===== src/sv/multi_motor_power_estimate_limit_macros.svh =====
// Assertion helpers for the motor power estimate and limit block.
`ifndef MULTI_MOTOR_POWER_ESTIMATE_LIMIT_MACROS_SVH
`define MULTI_MOTOR_POWER_ESTIMATE_LIMIT_MACROS_SVH
`ifndef SYNTH
`define MPEL_ASSERT(label, clk, rst_n, prop) \
	label: assert property (@(posedge clk) disable iff (!rst_n) prop) \
		else $error("power limit assertion failed");
`define MPEL_ASSERT_NEVER(label, clk, rst_n, cond) \
	label: assert property (@(posedge clk) disable iff (!rst_n) !(cond)) \
		else $error("power limit forbidden condition seen");
`else
`define MPEL_ASSERT(label, clk, rst_n, prop)
`define MPEL_ASSERT_NEVER(label, clk, rst_n, cond)
`endif
`endif


===== src/sv/mpel_pkg.sv =====
package mpel_pkg;

	localparam int MAX_MOTORS_DEF  = 4;
	localparam int DRIVE_WIDTH_DEF = 16;

	localparam int COEF_W        = 32;
	localparam int COEF_FRAC_W   = 32;
	localparam int DRV_SQ_FRAC_W = 16;
	localparam int LIMIT_W       = 17;
	localparam int STATIC_W      = 17;
	localparam int RPM_W         = 15;
	localparam int COUNT_W       = 3;
	localparam int TOTAL_W       = 25;
	localparam int STATUS_W      = 2;
	localparam int RATIO_W       = 16;
	localparam int LANE_PWR_W    = 29;
	localparam int LANE_LAT      = 3;

	localparam int CFG_IDX_W  = 2;
	localparam int CFG_DATA_W = 32;

	localparam logic [CFG_IDX_W-1:0] CFG_TORQUE   = CFG_IDX_W'(0);
	localparam logic [CFG_IDX_W-1:0] CFG_SPEED_SQ = CFG_IDX_W'(1);
	localparam logic [CFG_IDX_W-1:0] CFG_DRIVE_SQ = CFG_IDX_W'(2);
	localparam logic [CFG_IDX_W-1:0] CFG_STATIC   = CFG_IDX_W'(3);

	localparam logic [STATUS_W-1:0] ST_WITHIN  = STATUS_W'(0);
	localparam logic [STATUS_W-1:0] ST_SCALED  = STATUS_W'(1);
	localparam logic [STATUS_W-1:0] ST_SKIPPED = STATUS_W'(2);

	typedef struct packed {
		logic signed [COEF_W-1:0] torque;
		logic signed [COEF_W-1:0] speed_sq;
		logic signed [COEF_W-1:0] drive_sq;
	} mpel_coef_t;

	typedef struct packed {
		logic [TOTAL_W-1:0]  total;
		logic [STATUS_W-1:0] status;
	} mpel_res_t;

	// Width of the full precision total: lane estimates plus static power.
	function automatic int sum_width(input int max_motors);
		return LANE_PWR_W + $clog2(max_motors + 1);
	endfunction

endpackage


===== src/sv/mpel_merge.sv =====
module mpel_merge #(
	parameter int MAX_MOTORS = mpel_pkg::MAX_MOTORS_DEF
) (
	input  logic                                      clk,
	input  logic                                      en,
	input  logic signed [mpel_pkg::LIMIT_W-1:0]       limit,
	input  logic [MAX_MOTORS-1:0]                     act_mask,
	input  logic signed [mpel_pkg::LANE_PWR_W-1:0]    lane_pwr [MAX_MOTORS],
	input  logic signed [mpel_pkg::STATIC_W-1:0]      static_power,
	output mpel_pkg::mpel_res_t                       res_s4,
	output logic [mpel_pkg::LIMIT_W-2:0]              num_s4,
	output logic [mpel_pkg::sum_width(MAX_MOTORS)-2:0] den_s4
);
	import mpel_pkg::*;

	localparam int SUM_W = sum_width(MAX_MOTORS);
	localparam logic signed [SUM_W-1:0] SAT_HI = SUM_W'(2 ** (TOTAL_W - 1) - 1);
	localparam logic signed [SUM_W-1:0] SAT_LO = ~SAT_HI;

	logic signed [SUM_W-1:0] sum;
	logic signed [SUM_W-1:0] lim_ext;
	logic [TOTAL_W-1:0]      total_sat;
	mpel_res_t               res_nx;

	always_comb begin
		sum = SUM_W'(static_power);
		for (int i = 0; i < MAX_MOTORS; i++) begin
			if (act_mask[i]) begin
				sum = sum + SUM_W'(lane_pwr[i]);
			end
		end
	end

	assign lim_ext = SUM_W'(limit);

	always_comb begin
		if (sum > SAT_HI) begin
			total_sat = SAT_HI[TOTAL_W-1:0];
		end else if (sum < SAT_LO) begin
			total_sat = SAT_LO[TOTAL_W-1:0];
		end else begin
			total_sat = sum[TOTAL_W-1:0];
		end
	end

	always_comb begin
		if (limit[LIMIT_W-1]) begin
			res_nx.status = ST_SKIPPED;
			res_nx.total  = '0;
		end else if (sum > lim_ext) begin
			res_nx.status = ST_SCALED;
			res_nx.total  = total_sat;
		end else begin
			res_nx.status = ST_WITHIN;
			res_nx.total  = total_sat;
		end
	end

	always_ff @(posedge clk) begin
		if (en) begin
			res_s4 <= res_nx;
			num_s4 <= limit[LIMIT_W-2:0];
			den_s4 <= sum[SUM_W-2:0];
		end
	end

endmodule


===== config.mk =====
export PLATFORM = sky130hd
export DESIGN_NAME = mpel_merge
export DESIGN_NICKNAME = d
export VERILOG_FILES = /design/src/sv/multi_motor_power_estimate_limit_macros.svh /design/src/sv/mpel_pkg.sv /design/src/sv/mpel_merge.sv
export SDC_FILE = /design/constraint.sdc
export NUM_CORES = 1
export LEC_CHECK = 0
export BUFFER_PORTS_ARGS = -buffer_cell sky130_fd_sc_hd__buf_2
export CELL_PAD_IN_SITES_DETAIL_PLACEMENT = 0
export CELL_PAD_IN_SITES_GLOBAL_PLACEMENT = 1
export CORE_MARGIN = 8
export CORE_UTILIZATION = 46
export CTS_BUF_LIST = sky130_fd_sc_hd__clkbuf_8
export CTS_CLUSTER_DIAMETER = 50
export CTS_CLUSTER_SIZE = 10
export DETAILED_ROUTE_END_ITERATION = 16
export PLACE_DENSITY = 0.86
export RECOVER_POWER = 25
export SLEW_MARGIN = 5
export SYNTH_ARGS = -nofsm -noshare
export SYNTH_HDL_FRONTEND = slang
export SYNTH_SLANG_ARGS = --single-unit
export TNS_END_PERCENT = 30

===== constraint.sdc =====
create_clock -name clk -period 25.1 [get_ports clk]
set_clock_uncertainty 0.05 [all_clocks]
set_input_delay 1.255 -clock clk [delete_from_list [all_inputs] [get_ports clk]]
set_output_delay 1.255 -clock clk [all_outputs]
set_load 0.1 [all_outputs]

==> flow_summary.yaml <==
run_status:
  result_of_the_run: "finished with violations"
  violations_in_the_final_reports: "max-capacitance violations, max-slew violations"
clock_network:
  cts_tree: "done"
  ctsResizeCount: 0
  clockRootBuffer: "sky130_fd_sc_hd__clkbuf_8"
  postCtsSetupBuffers: 0
  cts.sinks: 74
  postCtsHoldBufs: 0
  path_clk_slew_ns: 0.08
  cts-root-to-sink-buffers: 2
  h_tree_depth: 3
  numCtsBuffers: 9
worst_setup_path:
  worst_path_most_repeated_cell: "sky130_fd_sc_hd__ha_1"
  timing_worst_setup_path_type: "in2reg"
  timing.critical_path.from_type: "input port"
  cp_data_arrival_time_ns: 11.34
  setup.worst_path.end_class: "flop"
  critical-path-slowest-cell: "sky130_fd_sc_hd__or4b_2"
  critPathMaxFanout: 6
  required_ns: 25.15
  cp_slowest_stage_delay_ns: 0.62
global_route:
  grt_max_degree: 75
  first_global_vias: 11100
  initial_antenna_violation_count: 0
  globalRoute.totalOverflow: 0
  grt_usage_pct: 22.5
  grt_first_pass_wirelength_um: 56700
final_layout:
  syn_to_final_growth_pct: 13.6
  layout.cell_area.non_filler_sq_mm: 0.0132
  finalNetCount: 1948
  mostFrequentLayoutCell: "sky130_fd_sc_hd__buf_2"
  nFillCells: 2475
  layout.cells.most_common_list: "sky130_fd_sc_hd__buf_2, sky130_fd_sc_hd__ha_1, sky130_fd_sc_hd__nand2_1"
  finish.cell_count_without_fillers: 1967
  antenna-diode-count: 0
  final_layout_size_suffix_gt1_share_pct: 20.7
synth:
  synth.cell_area_sq_mm: 0.0117
  ys_async_rst_share_pct: 0
  synthDominantCellAreaShare_pct: 19.1
  synth-edff-count: 74
  netlist_instances: 1430
  synth_seq_area_share_pct: 19.1
  synth_top_area_cell: "sky130_fd_sc_hd__edfxtp_1"
  syn-num-nets: 1745
  yosysWarningCount: 0
  ff_latch_count_synth: 74
  syn_avg_cell_area_sq_um: 8.15
  post_synth_num_cell_types: 95
  netlist_top_cells_area: "sky130_fd_sc_hd__edfxtp_1, sky130_fd_sc_hd__ha_1, sky130_fd_sc_hd__a21oi_1"
  synth-main-ff-cell: "sky130_fd_sc_hd__edfxtp_1"
drt:
  viasPerCell: 5.80
  ant_nets: 0
  initial_drt_pass_iterations: 9
  drc: 0
  sum_of_routed_wire_length_over_all_layers_um: 36000
  post_detailed_route_wirelength_per_cell_um: 18.3
  routed-via-count: 11400
  dr.first_iter.drc_count: 847
sta:
  tns_ns: 0
  fmax_ghz: 0.0886
  setup_viol: 0
  final-max-slew-violation-count: 75
  finalCritPeriodShare_pct: 45.0
  worst_slew_margin_relative_to_its_limit_pct: -162
  final-hold-violation-count: 0
  setup_repair_after_global_routing_missed_its_margin: "no"
  finalCriticalPeriod_ns: 11.29
  worst_slew_pin_slew_ns: 3.92
power:
  vdd_ir_drop_max_mv: 0.113
  p_per_area_mw_per_mm2: 105
  p_leak_nw: 6.11
placement:
  postPlaceCellArea_sq_mm: 0.0130
  dp.final_hpwl_um: 30000
  gp_congestion: 0.936
  dp_cells: 1952
  port_buffers: 229
floorplanning:
  coreArea_sq_mm: 0.0250
  vertical_die_dimension_um: 175
  chipWidth_um: 175
  floorplan.initialDensity_pct: 46.5
  die_area_sq_mm: 0.0307
  num_rows: 58
  boundaryPins: 230
hold_path:
  min-delay-path-class: "in2reg"
job:
  timing.max_cap.violations: 1
-- critical path, delay by kind of cell --
family                   cells  cell delay (ns)
XOR/XNOR                     4             0.51
buffers and inverters        3             0.21
AND/OR/NAND/NOR             11             2.04
multiplexers                 3             0.87
AO/OA/AOI/OAI               20             4.46
adder cells (fa/ha/maj)      6             1.99
-- cells in the mapped netlist, drive strengths merged, types with 4 or more instances --
master / number
nor4: 9
buf: 16
a21oi: 139
nor2: 103
xor2: 42
a31oi: 13
ha: 155
o2111a: 5
fa: 4
mux2: 39
nor2b: 18
a211oi: 17
a221o: 6
nand2: 143
nor3: 15
o31ai: 7
a211o: 7
o2111ai: 4
o21a: 20
nand4: 24
edfxtp: 74
a21boi: 7
a21o: 50
or3: 9
and2: 12
a2111oi: 5
o21ai: 109
a22oi: 6
a31o: 5
and3: 16
o211ai: 15
clkbuf: 25
nand3: 39
xnor2: 54
o221ai: 5
a221oi: 7
inv: 90
o21bai: 10
nand2b: 18
or2: 6
mux2i: 28
-- layout make-up --
type	instances	area [sq um]	share of cell area, %
Tap cell	330	413	3.12
Sequential cell	74	2220	16.8
Clock inverter	6	90.1	0.681
Timing Repair Buffer	233	1160	8.80
Inverter	93	349	2.64
Multi-Input combinational cell	1222	8870	67.0
Clock buffer	9	124	0.936
-- sequential cells by signal, summed over array words and instances (netlist names) --
signal and cells:
num_s4 16, res_s4 27, den_s4 31
-- power by group --
| group | internal (mW) | switching [mW] |
|---|---|---|
| Combinational | 0.346 | 0.741 |
| Clock | 0.0560 | 0.0472 |
| Sequential | 0.192 | 0.00965 |
-- kinds of logic (layout without fill, tap and decap cells) --
logic type / count (synthesis) / after routing / share of synthesized area (%)
AOI/OAI and AO/OA: 474 / 474 / 28.0
xor gates and xnor gates: 96 / 96 / 7.21
adders and majority gates: 159 / 159 / 17.3
buffers and inverters: 134 / 341 / 4.81
DFF: 74 / 74 / 19.1
muxes: 67 / 67 / 6.21
and+or+nand+nor: 426 / 426 / 17.4
-- routing by layer --
metal | GRT usage, % | routed length (um) | vias up
li1 | - | - | 5753
met4 | 5.23 | 709 | 0
met3 | 3.82 | 2190 | 47
met2 | 37.7 | 16700 | 337
met5 | 0 | 0 | -
met1 | 29.7 | 16300 | 5278
-- stage by stage --
step,power [mW],hold WS (ns),setup WS [ns],utilization [%]
6_report,1.39,1.04,13.81,52.9
5_1_grt,1.50,1.01,13.13,52.9
4_1_cts,1.39,1.02,13.88,52.9
3_5_place_dp,1.29,1.40,13.53,52.0
3_3_place_gp,1.27,1.40,13.64,52.0
2_1_floorplan,1.08,1.30,15.23,-
-- final timing paths --
check                  endpoint            start  depth (start not counted)
worst max-delay path  res_s4[0]  static_power[0]                         47
worst min-delay path  num_s4[4]         limit[4]                          1
No activity file was read; power rests on OpenSTA's default activity.
