[src/sv/multi_motor_power_estimate_limit_macros.svh]
// Assertion helpers for the motor power estimate and limit block.
`ifndef MULTI_MOTOR_POWER_ESTIMATE_LIMIT_MACROS_SVH
`define MULTI_MOTOR_POWER_ESTIMATE_LIMIT_MACROS_SVH
`ifndef SYNTH
`define MPEL_ASSERT(label, clk, rst_n, prop) \
	label: assert property (@(posedge clk) disable iff (!rst_n) prop) \
		else $error("power limit assertion failed");
`define MPEL_ASSERT_NEVER(label, clk, rst_n, cond) \
	label: assert property (@(posedge clk) disable iff (!rst_n) !(cond)) \
		else $error("power limit forbidden condition seen");
`else
`define MPEL_ASSERT(label, clk, rst_n, prop)
`define MPEL_ASSERT_NEVER(label, clk, rst_n, cond)
`endif
`endif

[src/sv/mpel_pkg.sv]
package mpel_pkg;

	localparam int MAX_MOTORS_DEF  = 4;
	localparam int DRIVE_WIDTH_DEF = 16;

	localparam int COEF_W        = 32;
	localparam int COEF_FRAC_W   = 32;
	localparam int DRV_SQ_FRAC_W = 16;
	localparam int LIMIT_W       = 17;
	localparam int STATIC_W      = 17;
	localparam int RPM_W         = 15;
	localparam int COUNT_W       = 3;
	localparam int TOTAL_W       = 25;
	localparam int STATUS_W      = 2;
	localparam int RATIO_W       = 16;
	localparam int LANE_PWR_W    = 29;
	localparam int LANE_LAT      = 3;

	localparam int CFG_IDX_W  = 2;
	localparam int CFG_DATA_W = 32;

	localparam logic [CFG_IDX_W-1:0] CFG_TORQUE   = CFG_IDX_W'(0);
	localparam logic [CFG_IDX_W-1:0] CFG_SPEED_SQ = CFG_IDX_W'(1);
	localparam logic [CFG_IDX_W-1:0] CFG_DRIVE_SQ = CFG_IDX_W'(2);
	localparam logic [CFG_IDX_W-1:0] CFG_STATIC   = CFG_IDX_W'(3);

	localparam logic [STATUS_W-1:0] ST_WITHIN  = STATUS_W'(0);
	localparam logic [STATUS_W-1:0] ST_SCALED  = STATUS_W'(1);
	localparam logic [STATUS_W-1:0] ST_SKIPPED = STATUS_W'(2);

	typedef struct packed {
		logic signed [COEF_W-1:0] torque;
		logic signed [COEF_W-1:0] speed_sq;
		logic signed [COEF_W-1:0] drive_sq;
	} mpel_coef_t;

	typedef struct packed {
		logic [TOTAL_W-1:0]  total;
		logic [STATUS_W-1:0] status;
	} mpel_res_t;

	// Width of the full precision total: lane estimates plus static power.
	function automatic int sum_width(input int max_motors);
		return LANE_PWR_W + $clog2(max_motors + 1);
	endfunction

endpackage

[src/sv/mpel_div.sv]
module mpel_div #(
	parameter int NUM_W = mpel_pkg::LIMIT_W - 1,
	parameter int DEN_W = mpel_pkg::sum_width(mpel_pkg::MAX_MOTORS_DEF) - 1,
	parameter int QUO_W = mpel_pkg::RATIO_W,
	parameter int PAY_W = 8
) (
	input  logic             clk,
	input  logic             en,
	input  logic [NUM_W-1:0] num,
	input  logic [DEN_W-1:0] den,
	input  logic [PAY_W-1:0] pay_in,
	output logic [QUO_W-1:0] quo,
	output logic [PAY_W-1:0] pay_out
);
	import mpel_pkg::*;

	logic [DEN_W-1:0] rem_q [QUO_W];
	logic [DEN_W-1:0] den_q [QUO_W];
	logic [QUO_W-1:0] quo_q [QUO_W];
	logic [PAY_W-1:0] pay_q [QUO_W];
	logic [DEN_W-1:0] rem_nx [QUO_W];
	logic [QUO_W-1:0] quo_nx [QUO_W];

	// One quotient bit per stage; the remainder starts as the numerator,
	// which is below the divisor whenever the quotient is used.
	always_comb begin
		logic [DEN_W-1:0] rp;
		logic [DEN_W-1:0] dp;
		logic [QUO_W-1:0] qp;
		logic [DEN_W+1:0] trial;
		for (int k = 0; k < QUO_W; k++) begin
			if (k == 0) begin
				rp = DEN_W'(num);
				dp = den;
				qp = '0;
			end else begin
				rp = rem_q[k-1];
				dp = den_q[k-1];
				qp = quo_q[k-1];
			end
			trial = {1'b0, rp, 1'b0} - {2'b00, dp};
			if (!trial[DEN_W+1]) begin
				rem_nx[k] = trial[DEN_W-1:0];
				quo_nx[k] = {qp[QUO_W-2:0], 1'b1};
			end else begin
				rem_nx[k] = {rp[DEN_W-2:0], 1'b0};
				quo_nx[k] = {qp[QUO_W-2:0], 1'b0};
			end
		end
	end

	always_ff @(posedge clk) begin
		if (en) begin
			for (int k = 0; k < QUO_W; k++) begin
				rem_q[k] <= rem_nx[k];
				quo_q[k] <= quo_nx[k];
				if (k == 0) begin
					den_q[k] <= den;
					pay_q[k] <= pay_in;
				end else begin
					den_q[k] <= den_q[k-1];
					pay_q[k] <= pay_q[k-1];
				end
			end
		end
	end

	assign quo     = quo_q[QUO_W-1];
	assign pay_out = pay_q[QUO_W-1];

endmodule

[config.mk]
export PLATFORM = sky130hd
export DESIGN_NAME = mpel_div
export DESIGN_NICKNAME = d
export VERILOG_FILES = /design/src/sv/multi_motor_power_estimate_limit_macros.svh /design/src/sv/mpel_pkg.sv /design/src/sv/mpel_div.sv
export SDC_FILE = /design/constraint.sdc
export NUM_CORES = 2
export LEC_CHECK = 0
export BUFFER_PORTS_ARGS = -buffer_cell sky130_fd_sc_hd__buf_2
export CAP_MARGIN = 10
export CELL_PAD_IN_SITES_DETAIL_PLACEMENT = 1
export CELL_PAD_IN_SITES_GLOBAL_PLACEMENT = 1
export CORE_MARGIN = 2
export CORE_UTILIZATION = 57
export DETAILED_ROUTE_END_ITERATION = 10
export PLACE_DENSITY_LB_ADDON = 0.1
export SLEW_MARGIN = 0
export SYNTH_ARGS = -nofsm -noshare
export SYNTH_HDL_FRONTEND = slang
export SYNTH_SLANG_ARGS = --single-unit
[constraint.sdc]
create_clock -name clk -period 8.4 [get_ports clk]
set_input_delay 1.26 -clock clk [delete_from_list [all_inputs] [get_ports clk]]
set_output_delay 1.26 -clock clk [all_outputs]
set_load 0.02 [all_outputs]
==> flow_metrics.env <==
export IMPL_run_status="completed"
export IMPL_grt_pass1_wl_um=217000
export IMPL_layout_nets=6167
export IMPL_fillers=11286
export IMPL_drt_initial_drc_count=1623
export IMPL_grt_setup_unrepaired="no"
export IMPL_synth_top_area_frac=0.556
export IMPL_netlist_instances=5498
export IMPL_dieArea_mm2=0.116
export IMPL_critPathMaxFanout=31
export IMPL_setup_violations=0
export IMPL_grt_pass1_vias=45909
export IMPL_synth_area_per_cell_um2=11.7
export IMPL_cts_tree="built"
export IMPL_grt_overflow=0
export IMPL_n_antenna_cell=0
export IMPL_drv_slew=0
export IMPL_die_h_um=340
export IMPL_post_cts_setup_buffers=0
export IMPL_core_mm2=0.112
export IMPL_hp_class="flip-flop to flip-flop"
export IMPL_cts_sinks=1194
export IMPL_finish_utilization=0.630
export IMPL_postCtsResizedCells=0
export IMPL_slew_headroom=0.280
export IMPL_fp_dieW_um=340
export IMPL_synth_seq_cells=1194
export IMPL_clk_latency_ns=0.74
export IMPL_stdcell_count=7231
export IMPL_final_area_mm2=0.0707
export IMPL_grt_util_all_layers=0.227
export IMPL_hold_buffers=0
export IMPL_routed_wl_um=131000
export IMPL_clock_fmax_mhz=212
export IMPL_synth_yosys_seq_area_share=0.556
export IMPL_htree_levels=4
export IMPL_grt_start_max_net_pins=169
export IMPL_cts_reportedPaths_clkPinSlew_ns=0.06
export IMPL_wl_per_cell_um=18.2
export IMPL_cts_buffers=136
export IMPL_ys_warn_count=0
export IMPL_final_setup_skew_ns=0.0341
export IMPL_cts_root_buf="clkbuf_16"
export IMPL_rows=123
export IMPL_cp_start_kind="flip-flop"
export IMPL_crit_top_cell="o21ai_1"
export IMPL_crit_required_ns=8.87
export IMPL_p_leak_nw=29.0
export IMPL_crit_path_end_kind="flip-flop"
export IMPL_num_vias=41669
export IMPL_drt_first_pass_iters=5
export IMPL_place_congestion=0.884
export IMPL_dpl_hpwl_um=96200
export IMPL_drv_cap=0
export IMPL_cts_path_max_buffers=3
export IMPL_synth_edf_count=1194
export IMPL_start_util=0.574
export IMPL_post_dp_cell_area_mm2=0.0665
export IMPL_viasPerCell=5.76
export IMPL_setup_tns_ns=0
export IMPL_tightest_slew_ns=1.08
export IMPL_hold_viol=0
export IMPL_peakVddDrop_v=0.000182
export IMPL_async_flop_share=0
export IMPL_placed_cells=6991
export IMPL_synthesis_area_mm2=0.0644
export IMPL_cp_slowest_cell="o21ai_1"
export IMPL_power_density_mw_per_mm2=369
export IMPL_yosys_most_used_dff="edfxtp_1"
export IMPL_area_growth_synth_to_final_pct=9.77
export IMPL_drcViolationCount=0
export IMPL_crit_chain="inv_1, fa_1, a211oi_1, o21ai_0, a21oi_1, o21ai_1, o31ai_1, o31a_1, nor3_1, o21ai_1, nand2_1, buf_4, mux2_2"
export IMPL_synth_distinct_cells=98
export IMPL_worstPathArrival_ns=5.19
export IMPL_port_buffers=80
export IMPL_drive_gt1_frac=0.0865
export IMPL_antenna_found_initial=0
export IMPL_max_stage_delay_ns=0.66
export IMPL_min_period_ns=4.72
export IMPL_io_pins=81
export IMPL_synth_top_cell_by_area="edfxtp_1"
export IMPL_crit_type="flip-flop to flip-flop"
export IMPL_fin_crit_sh=0.562
export IMPL_ys_top_cells_by_area="edfxtp_1 56%, ha_1 9.0%, a21oi_1 4.0%, inv_1 3.4%, xnor2_1 2.9%"
export IMPL_ant_nets=0
## logic make-up after synthesis
group	synth area share
flops	0.556
other cells	0.0000582
fa+ha+maj	0.0951
mux	0.0300
compound gates	0.147
simple gates	0.0788
buf+inv	0.0431
xor+xnor	0.0496
## routing by layer
metal  part of all wire  track usage
met5                  0            0
met4              0.041        0.101
met3              0.025       0.0321
met2               0.56        0.459
met1               0.37        0.224
## cells in the final DEF (no fill, tap or decap), types with 12 or more instances in the layout
cell       count
a211o_1       17
a211oi_1      46
a21o_1       235
a21oi_1      509
a31oi_1       40
and2_1        27
and3_1        38
buf_2         79
buf_4         20
clkbuf_1      27
clkbuf_16    140
clkinv_1      31
clkinv_2      13
edfxtp_1    1194
fa_1          15
ha_1         466
inv_1        582
mux2_2       121
mux2_4        27
nand2_1      318
nand2b_1      62
nand3_1       65
nand4_1       44
nor2_1       352
nor2b_1       51
nor3_1        63
o211ai_1      20
o21a_1        57
o21ai_0      296
o21ai_1       17
o21bai_1      52
o31a_1        13
o31ai_1       35
or2_2         12
or3_1         14
xnor2_1      214
xor2_1       151
## path summary, 6_finish.rpt
kind,slack (ns),end,startpoint,cells after the start
max,3.68,rem_q[0][210],den_q[2][31],13
min,0.40,quo_q[1][38],quo_q[1][21],0
max reg2reg,3.68,rem_q[0][210],den_q[2][31],13
min reg2reg,0.40,quo_q[1][38],quo_q[1][21],0
## synth_stat cells, drive strengths merged (45+ instances only)
library cell and instances:
buf 62, a21oi 512, clkbuf 57, a211oi 47, a21o 235, edfxtp 1194, inv 582, o21a 57
ha 466, xnor2 214, nand2 318, mux2 158, o21ai 317, xor2 151, nor2b 51, nand2b 62
nor3 65, o21bai 52, nor2 352, nand3 67, a31oi 45
## flip-flops by register name (all words and copies together) (netlist names)
signal,cells
pay_q,128
den_q,465
quo_q,136
rem_q,465
## per-stage QoR
step / setup slack (ns) / power (mW) / hold slack, ns
floorplan: 4.21 / 17.8 / 0.400
global placement: 3.23 / 19.8 / 0.400
detailed placement: 3.17 / 20.5 / 0.405
CTS: 3.69 / 26.3 / 0.402
global route: 3.40 / 27.8 / 0.415
finish: 3.68 / 26.1 / 0.401
## cell type report
cell class / count / area [µm²] / area share
clock buffers: 167 / 3600 / 0.0510
clock inverters: 73 / 628 / 0.00888
inverters: 582 / 2180 / 0.0309
multi-input cells: 3609 / 25900 / 0.366
flip-flops and latches: 1194 / 35900 / 0.507
well taps: 1500 / 1880 / 0.0265
repair buffers: 106 / 681 / 0.00962
## worst max-delay path: cells and delay by family (launching register included)
| kind | cells | cell delay (ns) |
|---|---|---|
| adders and majority gates | 1 | 0.50 |
| AOI/OAI and AO/OA | 7 | 2.62 |
| and+or+nand+nor | 2 | 0.22 |
| buffers and inverters | 2 | 0.39 |
| DFF | 1 | 0.38 |
| muxes | 1 | 0.33 |
## where the power goes
| part | internal [mW] | total, mW | switching [mW] |
|---|---|---|---|
| logic | 4.90 | 11.2 | 6.30 |
| registers | 8.59 | 9.31 | 0.712 |
| clock network | 3.32 | 5.62 | 2.30 |
| total | 16.8 | 26.1 | 9.31 |
Power figures use the tool's default switching activity.
